<file path="src/rtl/bst_pkg.sv">
// Shared types and constants for the bencode stream tokenizer.
`default_nettype none

package bst_pkg;

  // Parser phases.
  localparam logic [3:0] PH_START      = 4'd0;
  localparam logic [3:0] PH_DICT_KEY   = 4'd1;
  localparam logic [3:0] PH_DICT_VAL   = 4'd2;
  localparam logic [3:0] PH_LIST_ITEM  = 4'd3;
  localparam logic [3:0] PH_INT_FIRST  = 4'd4;
  localparam logic [3:0] PH_INT_DIGITS = 4'd5;
  localparam logic [3:0] PH_STR_LEN    = 4'd6;
  localparam logic [3:0] PH_STR_BODY   = 4'd7;
  localparam logic [3:0] PH_DONE       = 4'd8;
  localparam logic [3:0] PH_ERROR      = 4'd9;

  // Token events.
  localparam logic [2:0] EV_NONE      = 3'd0;
  localparam logic [2:0] EV_DICT_OPEN = 3'd1;
  localparam logic [2:0] EV_LIST_OPEN = 3'd2;
  localparam logic [2:0] EV_INT_DONE  = 3'd3;
  localparam logic [2:0] EV_STR_HDR   = 3'd4;
  localparam logic [2:0] EV_STR_BYTE  = 3'd5;
  localparam logic [2:0] EV_CLOSE     = 3'd6;

  // Error codes.
  localparam logic [2:0] ERR_NONE     = 3'd0;
  localparam logic [2:0] ERR_BAD_BYTE = 3'd1;
  localparam logic [2:0] ERR_OVERFLOW = 3'd2;
  localparam logic [2:0] ERR_TOO_DEEP = 3'd3;
  localparam logic [2:0] ERR_TRUNC    = 3'd4;

  // Syntax bytes.
  localparam logic [7:0] CH_DICT  = 8'h64;  // 'd'
  localparam logic [7:0] CH_LIST  = 8'h6C;  // 'l'
  localparam logic [7:0] CH_INT   = 8'h69;  // 'i'
  localparam logic [7:0] CH_END   = 8'h65;  // 'e'
  localparam logic [7:0] CH_COLON = 8'h3A;  // ':'
  localparam logic [7:0] CH_ZERO  = 8'h30;  // '0'
  localparam logic [7:0] CH_NINE  = 8'h39;  // '9'

  localparam int unsigned VAL_W  = 63;
  localparam int unsigned DATA_W = 88;  // 81 payload bits padded to whole bytes
  localparam int unsigned USER_W = 4;

  // Container stack operation requested by the step logic.
  typedef struct packed {
    logic push;
    logic pop;
    logic push_dict;
  } stk_op_t;

  // One result item.
  typedef struct packed {
    logic [2:0]       event_res;
    logic [VAL_W-1:0] token_value;
    logic [7:0]       body_byte;
    logic             is_key;
    logic [5:0]       nest_level;
    logic [2:0]       error_code;
    logic             doc_done;
  } res_t;

endpackage

`default_nettype wire

</file>
<file path="src/rtl/bst_step.sv">
// Per-byte parser step: next state and token event from one input byte.
`default_nettype none

module bst_step import bst_pkg::*; #(
  parameter int unsigned MAX_DEPTH = 32,
  parameter int unsigned DW        = $clog2(MAX_DEPTH + 1)
) (
  input  wire logic [7:0]       byte_i,
  input  wire logic             eob_i,
  input  wire logic [3:0]       phase_i,
  input  wire logic [DW-1:0]    depth_i,
  input  wire logic             stk_top_i,
  input  wire logic             stk_below_i,
  input  wire logic [VAL_W-1:0] acc_i,
  input  wire logic             key_i,
  input  wire logic [2:0]       err_i,
  output logic [3:0]            phase_o,
  output logic [DW-1:0]         depth_o,
  output stk_op_t               stk_op_o,
  output logic [VAL_W-1:0]      acc_o,
  output logic                  key_o,
  output logic [2:0]            err_o,
  output res_t                  res_o
);

  localparam logic [DW-1:0] DEPTH_MAX = DW'(MAX_DEPTH);

  logic             is_dig;
  logic [3:0]       dig;
  logic [VAL_W+3:0] mac;
  logic             mac_ovf;
  logic [3:0]       fin_ph;
  logic [3:0]       close_ph;
  logic [DW-1:0]    depth_dn;
  logic             deep;
  logic [2:0]       ev;
  logic [VAL_W-1:0] tval;
  logic [7:0]       body;
  logic             keyo;

  assign is_dig  = (byte_i >= CH_ZERO) && (byte_i <= CH_NINE);
  assign dig     = byte_i[3:0];
  // acc * 10 + digit as two shifted copies plus the digit.
  assign mac     = (VAL_W+4)'({acc_i, 3'b000}) + (VAL_W+4)'({acc_i, 1'b0})
                 + (VAL_W+4)'(dig);
  assign mac_ovf = |mac[VAL_W+3:VAL_W];
  assign deep    = depth_i >= DEPTH_MAX;
  assign depth_dn = depth_i - DW'(1);

  // Where to go once the current item completes.
  always_comb begin
    if (depth_i == '0) begin
      fin_ph = PH_DONE;
    end else if (stk_top_i) begin
      fin_ph = key_i ? PH_DICT_VAL : PH_DICT_KEY;
    end else begin
      fin_ph = PH_LIST_ITEM;
    end
    if (depth_dn == '0) begin
      close_ph = PH_DONE;
    end else if (stk_below_i) begin
      close_ph = PH_DICT_KEY;
    end else begin
      close_ph = PH_LIST_ITEM;
    end
  end

  always_comb begin
    phase_o  = phase_i;
    depth_o  = depth_i;
    stk_op_o = '0;
    acc_o    = acc_i;
    key_o    = key_i;
    err_o    = err_i;
    ev       = EV_NONE;
    tval     = '0;
    body     = '0;
    keyo     = 1'b0;

    case (phase_i)
      PH_START: begin
        if (byte_i == CH_DICT && !deep) begin
          stk_op_o = '{push: 1'b1, pop: 1'b0, push_dict: 1'b1};
          depth_o  = depth_i + DW'(1);
          key_o    = 1'b0;
          phase_o  = PH_DICT_KEY;
          ev       = EV_DICT_OPEN;
        end else if (byte_i == CH_DICT) begin
          err_o   = ERR_TOO_DEEP;
          phase_o = PH_ERROR;
        end else begin
          err_o   = ERR_BAD_BYTE;
          phase_o = PH_ERROR;
        end
      end
      PH_DICT_KEY, PH_DICT_VAL, PH_LIST_ITEM: begin
        if (byte_i == CH_END && phase_i != PH_DICT_VAL) begin
          stk_op_o.pop = 1'b1;
          depth_o      = depth_dn;
          key_o        = 1'b0;
          phase_o      = close_ph;
          ev           = EV_CLOSE;
        end else if (is_dig) begin
          key_o   = (phase_i == PH_DICT_KEY);
          acc_o   = VAL_W'(dig);
          phase_o = PH_STR_LEN;
        end else if (phase_i == PH_DICT_KEY) begin
          err_o   = ERR_BAD_BYTE;
          phase_o = PH_ERROR;
        end else if (byte_i == CH_DICT || byte_i == CH_LIST) begin
          if (deep) begin
            err_o   = ERR_TOO_DEEP;
            phase_o = PH_ERROR;
          end else begin
            stk_op_o.push      = 1'b1;
            stk_op_o.push_dict = (byte_i == CH_DICT);
            depth_o            = depth_i + DW'(1);
            key_o              = 1'b0;
            phase_o            = (byte_i == CH_DICT) ? PH_DICT_KEY : PH_LIST_ITEM;
            ev                 = (byte_i == CH_DICT) ? EV_DICT_OPEN : EV_LIST_OPEN;
          end
        end else if (byte_i == CH_INT) begin
          key_o   = 1'b0;
          phase_o = PH_INT_FIRST;
        end else begin
          err_o   = ERR_BAD_BYTE;
          phase_o = PH_ERROR;
        end
      end
      PH_INT_FIRST: begin
        if (is_dig) begin
          acc_o   = VAL_W'(dig);
          phase_o = PH_INT_DIGITS;
        end else begin
          err_o   = ERR_BAD_BYTE;
          phase_o = PH_ERROR;
        end
      end
      PH_INT_DIGITS, PH_STR_LEN: begin
        if (is_dig) begin
          if (mac_ovf) begin
            err_o   = ERR_OVERFLOW;
            phase_o = PH_ERROR;
          end else begin
            acc_o = mac[VAL_W-1:0];
          end
        end else if (byte_i == CH_END && phase_i == PH_INT_DIGITS) begin
          ev      = EV_INT_DONE;
          tval    = acc_i;
          key_o   = 1'b0;
          phase_o = fin_ph;
        end else if (byte_i == CH_COLON && phase_i == PH_STR_LEN) begin
          ev   = EV_STR_HDR;
          tval = acc_i;
          keyo = key_i;
          if (acc_i == '0) begin
            key_o   = 1'b0;
            phase_o = fin_ph;
          end else begin
            // The length stays in the accumulator and counts the body down.
            phase_o = PH_STR_BODY;
          end
        end else begin
          err_o   = ERR_BAD_BYTE;
          phase_o = PH_ERROR;
        end
      end
      PH_STR_BODY: begin
        ev    = EV_STR_BYTE;
        body  = byte_i;
        keyo  = key_i;
        acc_o = acc_i - VAL_W'(1);
        if (acc_i == VAL_W'(1)) begin
          key_o   = 1'b0;
          phase_o = fin_ph;
        end
      end
      default: begin
      end
    endcase

    // A buffer that ends before the outer close is truncated.
    if (eob_i && phase_o != PH_DONE && err_o == ERR_NONE) begin
      err_o = ERR_TRUNC;
    end
  end

  assign res_o.event_res   = ev;
  assign res_o.token_value = tval;
  assign res_o.body_byte   = body;
  assign res_o.is_key      = keyo;
  assign res_o.nest_level  = 6'(depth_o);
  assign res_o.error_code  = err_o;
  assign res_o.doc_done    = (phase_o == PH_DONE) && (err_o == ERR_NONE);

endmodule

`default_nettype wire

</file>
<file path="src/rtl/bst_skid.sv">
// Two-entry output stage: result register plus skid register.
`default_nettype none

module bst_skid #(
  parameter int unsigned W = 8
) (
  input  wire logic         clk,
  input  wire logic         rst_n,
  input  wire logic         in_valid,
  output logic              in_ready,
  input  wire logic [W-1:0] in_data,
  output logic              out_valid,
  input  wire logic         out_ready,
  output logic [W-1:0]      out_data
);

  logic         out_v_r;
  logic         skid_v_r;
  logic [W-1:0] out_d_r;
  logic [W-1:0] skid_d_r;
  logic         in_fire;

  assign in_ready  = !skid_v_r;
  assign in_fire   = in_valid && in_ready;
  assign out_valid = out_v_r;
  assign out_data  = out_d_r;

  always_ff @(posedge clk) begin
    if (!rst_n) begin
      out_v_r  <= 1'b0;
      skid_v_r <= 1'b0;
    end else if (out_ready || !out_v_r) begin
      if (skid_v_r) begin
        out_v_r  <= 1'b1;
        skid_v_r <= 1'b0;
      end else begin
        out_v_r <= in_fire;
      end
    end else if (in_fire) begin
      skid_v_r <= 1'b1;
    end
  end

  always_ff @(posedge clk) begin
    if (out_ready || !out_v_r) begin
      if (skid_v_r) begin
        out_d_r <= skid_d_r;
      end else if (in_fire) begin
        out_d_r <= in_data;
      end
    end else if (in_fire) begin
      skid_d_r <= in_data;
    end
  end

endmodule

`default_nettype wire

</file>
<file path="src/rtl/bencode_stream_tokenizer_core.sv">
// Top level of the bencode stream tokenizer: parser state, container stack, output stage.
`default_nettype none

// A result is registered in the result register, or in the skid register while
// the output stalls, which keeps the input ready. Throughput: one byte per cycle
// while the skid register is empty; the per-byte decision, including the
// accumulator's multiply-by-ten-and-add, is one pass of logic between registers.
// Reset: rst_n is synchronous and active low; it clears the parser state,
// the container stack and both output stage entries.
module bencode_stream_tokenizer_core import bst_pkg::*; #(
  parameter int unsigned MAX_DEPTH = 32
) (
  input  wire logic              clk,
  input  wire logic              rst_n,
  // Input stream: one document byte per transfer.
  input  wire logic              in_tvalid,
  output logic                   in_tready,
  input  wire logic [7:0]        in_tdata,   // [7:0] in_byte
  input  wire logic              in_tlast,   // end_of_buffer
  // Result stream: one token event per input byte.
  output logic                   out_tvalid,
  input  wire logic              out_tready,
  output logic [DATA_W-1:0]      out_tdata,  // [62:0] token_value, [70:63] body_byte,
                                             // [76:71] nest_level, [79:77] error_code,
                                             // [80] doc_done, [87:81] zero
  output logic [USER_W-1:0]      out_tuser   // [2:0] event_res, [3] is_key
);

  localparam int unsigned DW = $clog2(MAX_DEPTH + 1);

  // Parser state. The accumulator also serves as the string body counter.
  logic [3:0]       phase_r;
  logic [DW-1:0]    depth_r;
  logic [VAL_W-1:0] acc_r;
  logic             key_r;
  logic [2:0]       err_r;
  // Container stack as a shift line: bit 0 is the innermost container
  // (1 = dictionary, 0 = list). The extra bit keeps the entry below the top
  // addressable even at a depth limit of one.
  logic [MAX_DEPTH:0] stk_r;

  logic [3:0]       phase_nxt;
  logic [DW-1:0]    depth_nxt;
  logic [VAL_W-1:0] acc_nxt;
  logic             key_nxt;
  logic [2:0]       err_nxt;
  stk_op_t          stk_op;
  res_t             res;
  logic             in_fire;
  logic [USER_W+DATA_W-1:0] res_packed;
  logic [USER_W+DATA_W-1:0] out_packed;

  assign in_fire = in_tvalid && in_tready;

  bst_step #(
    .MAX_DEPTH (MAX_DEPTH),
    .DW        (DW)
  ) u_step (
    .byte_i      (in_tdata),
    .eob_i       (in_tlast),
    .phase_i     (phase_r),
    .depth_i     (depth_r),
    .stk_top_i   (stk_r[0]),
    .stk_below_i (stk_r[1]),
    .acc_i       (acc_r),
    .key_i       (key_r),
    .err_i       (err_r),
    .phase_o     (phase_nxt),
    .depth_o     (depth_nxt),
    .stk_op_o    (stk_op),
    .acc_o       (acc_nxt),
    .key_o       (key_nxt),
    .err_o       (err_nxt),
    .res_o       (res)
  );

  // State advances on each accepted byte. The last byte of a buffer returns
  // everything to the reset state so the next document starts clean.
  always_ff @(posedge clk) begin
    if (!rst_n || (in_fire && in_tlast)) begin
      phase_r <= PH_START;
      depth_r <= '0;
      acc_r   <= '0;
      key_r   <= 1'b0;
      err_r   <= ERR_NONE;
      stk_r   <= '0;
    end else if (in_fire) begin
      phase_r <= phase_nxt;
      depth_r <= depth_nxt;
      acc_r   <= acc_nxt;
      key_r   <= key_nxt;
      err_r   <= err_nxt;
      if (stk_op.push) begin
        stk_r <= {stk_r[MAX_DEPTH-1:0], stk_op.push_dict};
      end else if (stk_op.pop) begin
        stk_r <= {1'b0, stk_r[MAX_DEPTH:1]};
      end
    end
  end

  // Pack the result: tuser in the top bits, then the padded tdata.
  assign res_packed = {res.is_key, res.event_res,
                       (DATA_W-81)'(0), res.doc_done, res.error_code,
                       res.nest_level, res.body_byte, res.token_value};

  bst_skid #(
    .W (USER_W + DATA_W)
  ) u_skid (
    .clk       (clk),
    .rst_n     (rst_n),
    .in_valid  (in_tvalid),
    .in_ready  (in_tready),
    .in_data   (res_packed),
    .out_valid (out_tvalid),
    .out_ready (out_tready),
    .out_data  (out_packed)
  );

  assign out_tdata = out_packed[DATA_W-1:0];
  assign out_tuser = out_packed[USER_W+DATA_W-1:DATA_W];

endmodule

`default_nettype wire
</file>
<file path="config.mk">
export PLATFORM = sky130hd
export DESIGN_NAME = bencode_stream_tokenizer_core
export DESIGN_NICKNAME = d
export VERILOG_FILES = /design/src/rtl/bst_pkg.sv /design/src/rtl/bst_step.sv /design/src/rtl/bst_skid.sv /design/src/rtl/bencode_stream_tokenizer_core.sv
export SDC_FILE = /design/constraint.sdc
export NUM_CORES = 1
export LEC_CHECK = 0
export ABC_AREA = 1
export ABC_CLOCK_PERIOD_IN_PS = 9350
export BUFFER_PORTS_ARGS = -buffer_cell sky130_fd_sc_hd__buf_2
export CAP_MARGIN = 0
export CELL_PAD_IN_SITES_DETAIL_PLACEMENT = 0
export CELL_PAD_IN_SITES_GLOBAL_PLACEMENT = 1
export CORE_MARGIN = 5
export CORE_UTILIZATION = 50
export DETAILED_ROUTE_END_ITERATION = 8
export PLACE_DENSITY_LB_ADDON = 0.15
export SLEW_MARGIN = 5
export SYNTH_ARGS = -nofsm -noshare
export SYNTH_HDL_FRONTEND = slang
export SYNTH_SLANG_ARGS = --single-unit
</file>
<file path="constraint.sdc">
create_clock -name clk -period 9.35 [get_ports clk]
set_clock_uncertainty 0.2 [all_clocks]
set_input_delay 0.4675 -clock clk [delete_from_list [all_inputs] [get_ports clk]]
set_output_delay 0.4675 -clock clk [all_outputs]
set_load 0.02 [all_outputs]
</file>
Yosys cells after proc, flatten, opt, wreduce, memory -nomap -nowiden:

Index checks and enable logic that the tools add are counted.

* eq/ne operators: 27
* bitwise operators: 2
* magnitude comparators: 3
* $add $sub $neg: 5
* multiplexer cells: 99
* reduce and logical (&&, ||, !) cells: 36

Operators with widths (number)
* 63-bit two-way mux: 8
* 63-bit case mux with 4 select lines: 1
* 92-bit two-way mux: 2
* 4-bit two-way mux: 17
* 66-bit by 64-bit adder with 67-bit output: 1
* 67-bit by 4-bit adder with 67-bit output: 1
* 3-bit two-way mux: 22
* 33-bit two-way mux: 2
* 63-bit by 1-bit == test with 1-bit output, second input constant: 1
* 63-bit zero test: 1
* 63-bit by 1-bit subtractor with 63-bit output, second input constant: 1
* 6-bit two-way mux: 6
* 8-bit by 7-bit == test with 1-bit output, second input constant: 4
* 1-bit two-way mux: 28
* 3-bit case mux with 4 select lines: 2
* 4-bit case mux with 5 select lines: 1
* 4-bit by 3-bit == test with 1-bit output, second input constant: 4
* 6-bit zero test: 2
* 6-bit case mux with 2 select lines: 1
* 1-bit logical AND: 10
* 2-bit two-way mux: 5
* 10-bit AND reduction: 1
* 4-bit by 2-bit == test with 1-bit output, second input constant: 2
* 8-bit by 6-bit == test with 1-bit output, second input constant: 1
* other kinds (30): 48

* word-level logic and storage cells: 182
* register bits after elaboration: 282
* input bits: 13

Depth between registers and ports, before layout:

* word-level depth: 16
* mapped depth: 27
* mapped depth without buffers: 27

Hierarchy:

A second synthesis with hierarchy kept.

* cell total of the unflattened synthesis: 3194
* area total of the unflattened synthesis: 21809.7 um2

By module, submodules not included
* bst_step: seq. area each 0.0 um2, cells an instance 2082, area each 10682.7 um2, instances 1
* bst_skid: seq. area each 5565.3 um2, cells an instance 493, area each 6811.5 um2, instances 1
* bencode_stream_tokenizer_core: seq. area each 2202.1 um2, cells an instance 619, area each 4315.4 um2, instances 1

Least setup slack after synthesis:

OpenSTA, ideal clock, no wires.

* path kind: reg-to-reg
* start: register u_skid.skid_v_r
* end: register u_skid.skid_d_r[0] (enable)
* setup time: 0.529 ns
* slack: 3.692 ns
* stages on the path, launching flop included: 7
* arrival time: 4.929 ns
* buffers on the path: 3
* required time: 8.621 ns
* path through: dfxtp_1 -> clkbuf_1 -> nor2_1 -> inv_1 -> clkbuf_1 -> clkbuf_1 -> nor2_1

* cells in the longest elaborated chain, start to end: 3

Ends and longest elaborated chain
* start: declaration: line bst_skid.sv:18 `logic skid_v_r;`
* start signal: assignment: line bst_skid.sv:31 `skid_v_r <= 1'b0;`
* start signal: assignment: line bst_skid.sv:35 `skid_v_r <= 1'b0;`
* start signal: assignment: line bst_skid.sv:40 `skid_v_r <= 1'b1;`
* 1-bit zero test: line bst_skid.sv:23 `assign in_ready = !skid_v_r;`
* 1-bit logical AND: line bst_skid.sv:24 `assign in_fire = in_valid && in_ready;`
* 2-bit AND reduction (no line)
* end signal: assignment: line bst_skid.sv:52 `skid_d_r <= in_data;`
* end: declaration: line bst_skid.sv:20 `logic [W-1:0] skid_d_r;`

No other way between the ends.
A chain may end at the register's enable or synchronous reset.

Worst setup path in the final report:

* start: register acc_r[2]
* end: register acc_r[54]

* cells in the longest elaborated chain, start to end: 5

Ends and longest elaborated chain
* start: declaration: line bencode_stream_tokenizer_core.sv:34 `logic [VAL_W-1:0] acc_r;`
* start signal: assignment: line bencode_stream_tokenizer_core.sv:90 `acc_r <= acc_nxt;`
* 66-bit by 64-bit adder with 67-bit output: line bst_step.sv:44 `assign mac = (VAL_W+4)'({acc_i, 3'b000}) + (VAL_W+4)'({acc_i, 1'b0})`
* 67-bit by 4-bit adder with 67-bit output: line bst_step.sv:45 `+ (VAL_W+4)'(dig);`
* 4-bit OR reduction / 63-bit two-way mux (equally long branches): line bst_step.sv:46, bst_step.sv:141
* 2-bit != test (no line) / 63-bit two-way mux (equally long branches)
* 5-bit AND reduction (no line) / 63-bit case mux with 4 select lines (equally long branches)

Parallel ways exist; a longest one is shown, timed or not. The select of a mux whose other input is x is not followed.

==> impl_results.md <==
- Status: finished clean
- Setup Crit Path Kind: flop to flop
- Final net count: 2,943
- Worst Setup End Kind: flop
- Vias per std cell: 5.54
- Total Wirelength: 60,900 um
- Core area: 38,900 um2
- Synth async-reset ratio: 0%
- Antenna Nets Post-Route: 0
- Final setup vio count: 0
- Setup WS post-layout: 4.46 ns
- P&R area growth vs syn: 9.32%
- RSZ-0062 raised after global routing: false
- ANT cells: 0
- Worst Setup Start Kind: flop
- Count of cell types in the netlist: 70
- Share of power burned in registers: 45.2%
- Power Density: 141 nW/um2
- Mapped cell area: 19,800 um2
- Postcts setup bufs: 0
- Post-synth top flop: edfxtp_1
- Crit-path cells: inv_1 -> fa_1 -> fa_1 -> nand3b_1 -> nand2_1 -> nand2_1 -> nand2_1 -> nand2_1 -> nand2_2 -> nand2_1 -> nand2_2 -> nand2_1 -> nand3_1 -> nand2_1 -> nor2_2 -> nand2_2 -> nand2_2 -> nand2_4 -> inv_2 -> buf_4 -> o21ai_0 -> a21oi_1 -> nor2_1
- Avg Inst Size Synth: 7.22 um2
- Crit path max-delay cell type: buf_4
- DRC Markers: 0
- Vias in the first global route: 17,309
- Lkg Pwr: 10.3 nW
- VDD IR max: 136 uV
- Via count: 18,506
- I/O pin count: 107
- Most used cell, CP: nand2_1
- # clock sinks: 282
- Comb pwr share: 15.7%
- Die X: 209 um
- Initial antenna violation count: 0
- Synthesized instance count: 2,737
- Cts bufs inserted: 31
- Switch share: 29.8%
- Fin crit period: 4.89 ns
- Worst slack at placement: 4.34 ns
- DP HPWL: 43,900 um
- Initial DRC Count: 1,587
- Largest net degree at the start of global routing: 86
- Max Root-Sink Buffers: 3
- Max-Cap Viols: 0
- Top delay family on crit path: simple AND/OR/NAND/NOR gates
- IO buf count: 99
- Die ar.: 43,600 um2
- Cts hold-fix bufs: 2
- Worst EP arrival: 5.17 ns
- Layout cells sized above 1: 11.4%
- Worst Path Max Fanout: 74
- Hold Crit Class: primary input to flop
- Synth warn: 0
- Worst skew pair latency: 0.60 ns
- Final period utilization: 52.2%
- Final hold violations: 0
- CTS HTree Levels: 1
- Rel. slew slack: 26.4%
- WP buf/inv: 3
- Row count: 72
- Total congestion overflow: 0
- Clk network pwr share: 39.2%
- P_sw: 0.000910 W
- CTS tree: yes
- Die Ht: 209 um
- First-pass GRT wire length: 96,300 um
- FILL cells: 3,841
- Max Slew Vio Count: 0
- Routability cong.: 0.925
- Required time of the critical path: 9.64 ns
- DR WL/cell: 18.2 um
- Root Buffer: clkbuf_16
- PostCTS Resize Cnt: 0
- Setup slack, reg-to-reg: 4.46 ns
- CP peak stage delay: 0.69 ns
- Clk slew on worst S/H paths: 0.06 ns
- All-Layer GR Usage: 27.0%
- Post-synth EDFFs: 170
- Post-synthesis sequential area ratio: 37.2%
- Drt pass-1 iters: 5
- Slew @ Worst Pin: 1.10 ns
- Internal power: 0.00215 W
- Synthesis-stage register bit count: 282
- Fmax: 205 MHz
- Setup_tns: 0 ns
- Initial Util: 50.8%
cells in the mapped netlist (all sizes together) (4+ instances only):
master,count,area share (%)
nand2,673,13
buf,39,1.3
o22ai,8,0.25
nor3,69,2.0
o31ai,4,0.15
o211ai,5,0.19
clkbuf,55,1.1
nand4,19,0.77
nor2,378,8.0
nand3b,5,0.19
a211oi,10,0.38
xnor2,8,0.35
a31o,8,0.35
inv,360,6.8
dfxtp,112,11
edfxtp,170,26
o221ai,6,0.30
nor4,6,0.30
a21o,5,0.19
nand3,85,2.3
xor2,19,0.84
a21boi,5,0.19
a31oi,28,0.89
or2,18,0.57
o21ai,211,5.4
o21bai,15,0.57
ha,131,8.3
a21oi,263,6.8
tightest hold or removal path, delay by kind of cell:
kind                   cells  cell delay [ns]
AND/OR/NAND/NOR            2             0.13
buffers and inverters      2             0.22
through the flow:
stage	utilization [%]	cell area [um2]	std cells	power, W	hold slack, ns
after floorplan	-	19800	2743	0.00174	0.237
after global placement	53.0	20600	3280	0.00187	0.252
after detailed placement	53.0	20600	3280	0.00188	0.255
after CTS	55.5	21600	3340	0.00308	0.0138
after global routing	55.5	21600	3340	0.00318	0.0541
final	55.5	21600	3340	0.00306	0.0580
final timing paths:
kind                                        startpoint                      endpoint  depth (start not counted)
worst min register to register  stk_r[14]$_SDFFE_PP0P_        stk_r[14]$_SDFFE_PP0P_                          2
worst max-delay path             acc_r[2]$_SDFFE_PP0P_        acc_r[54]$_SDFFE_PP0P_                         23
worst min-delay path                        out_tready  u_skid.skid_v_r$_SDFFE_PP0P_                          4
worst max register to register   acc_r[2]$_SDFFE_PP0P_        acc_r[54]$_SDFFE_PP0P_                         23
kinds of logic (layout without fill, tap and decap cells):
group,Yosys count,in the layout,synth area share (%)
DFF,282,282,37.2
AOI/OAI and AO/OA,582,582,16.3
xor gates and xnor gates,27,27,1.20
other,1,7,0.0190
and+or+nand+nor,1255,1255,27.5
adders and majority gates,133,133,8.49
buffers and inverters,456,535,9.21
muxes,1,1,0.0506
cell type report:
cell class	count	area, um2	area share [%]
well taps	518	648	3.00
multi-input cells	2005	10700	49.3
clock inverters	18	153	0.706
inverters	362	1360	6.29
repair buffers	115	621	2.87
flip-flops and latches	282	7350	34.0
clock buffers	40	820	3.79
layer usage:
metal	up-vias	wire [um]	GRT usage [%]	share of wire, %
met4	0	1620	6.93	2.7
li1	9162	-	-	-
met1	8610	28600	39.8	47
met3	106	3940	2.67	6.5
met5	-	0	0	0
met2	628	26700	42.9	44
cells in the final DEF (no fill, tap or decap), types with 6 or more instances in the layout:
master	count
nand2_1	638
nor2_1	341
inv_1	329
a21oi_1	257
edfxtp_1	170
o21ai_0	165
ha_1	131
dfxtp_1	111
buf_2	99
nand3_1	81
nor3_1	59
o21ai_1	41
inv_2	31
clkbuf_16	31
nand2_2	28
a31oi_1	28
nor2_2	24
xor2_1	19
or2_2	17
nand4_1	15
o21bai_1	15
buf_4	14
nor2_4	11
a211oi_1	10
nor3_2	9
o22ai_1	8
a31o_2	8
xnor2_1	8
clkbuf_1	8
nand2_4	7
conb_1	7
clkinv_2	6
state kept, by name, indices dropped and copies added, names as in the netlist, 3 cells and up:
register	cells
acc_r	63
err_r	3
u_skid.out_data	85
depth_r	6
u_skid.skid_d_r	85
stk_r	33
phase_r	4
power by group through the flow:
stage	clock (W)	sequential [W]	combinational, W
after CTS	0.00123	0.00138	0.000476
after detailed placement	0	0.00141	0.000473
after global placement	0	0.00141	0.000468
after global routing	0.00127	0.00138	0.000525
final	0.00120	0.00138	0.000478
after floorplan	0	0.00143	0.000309
Power figures use the tool's default switching activity.
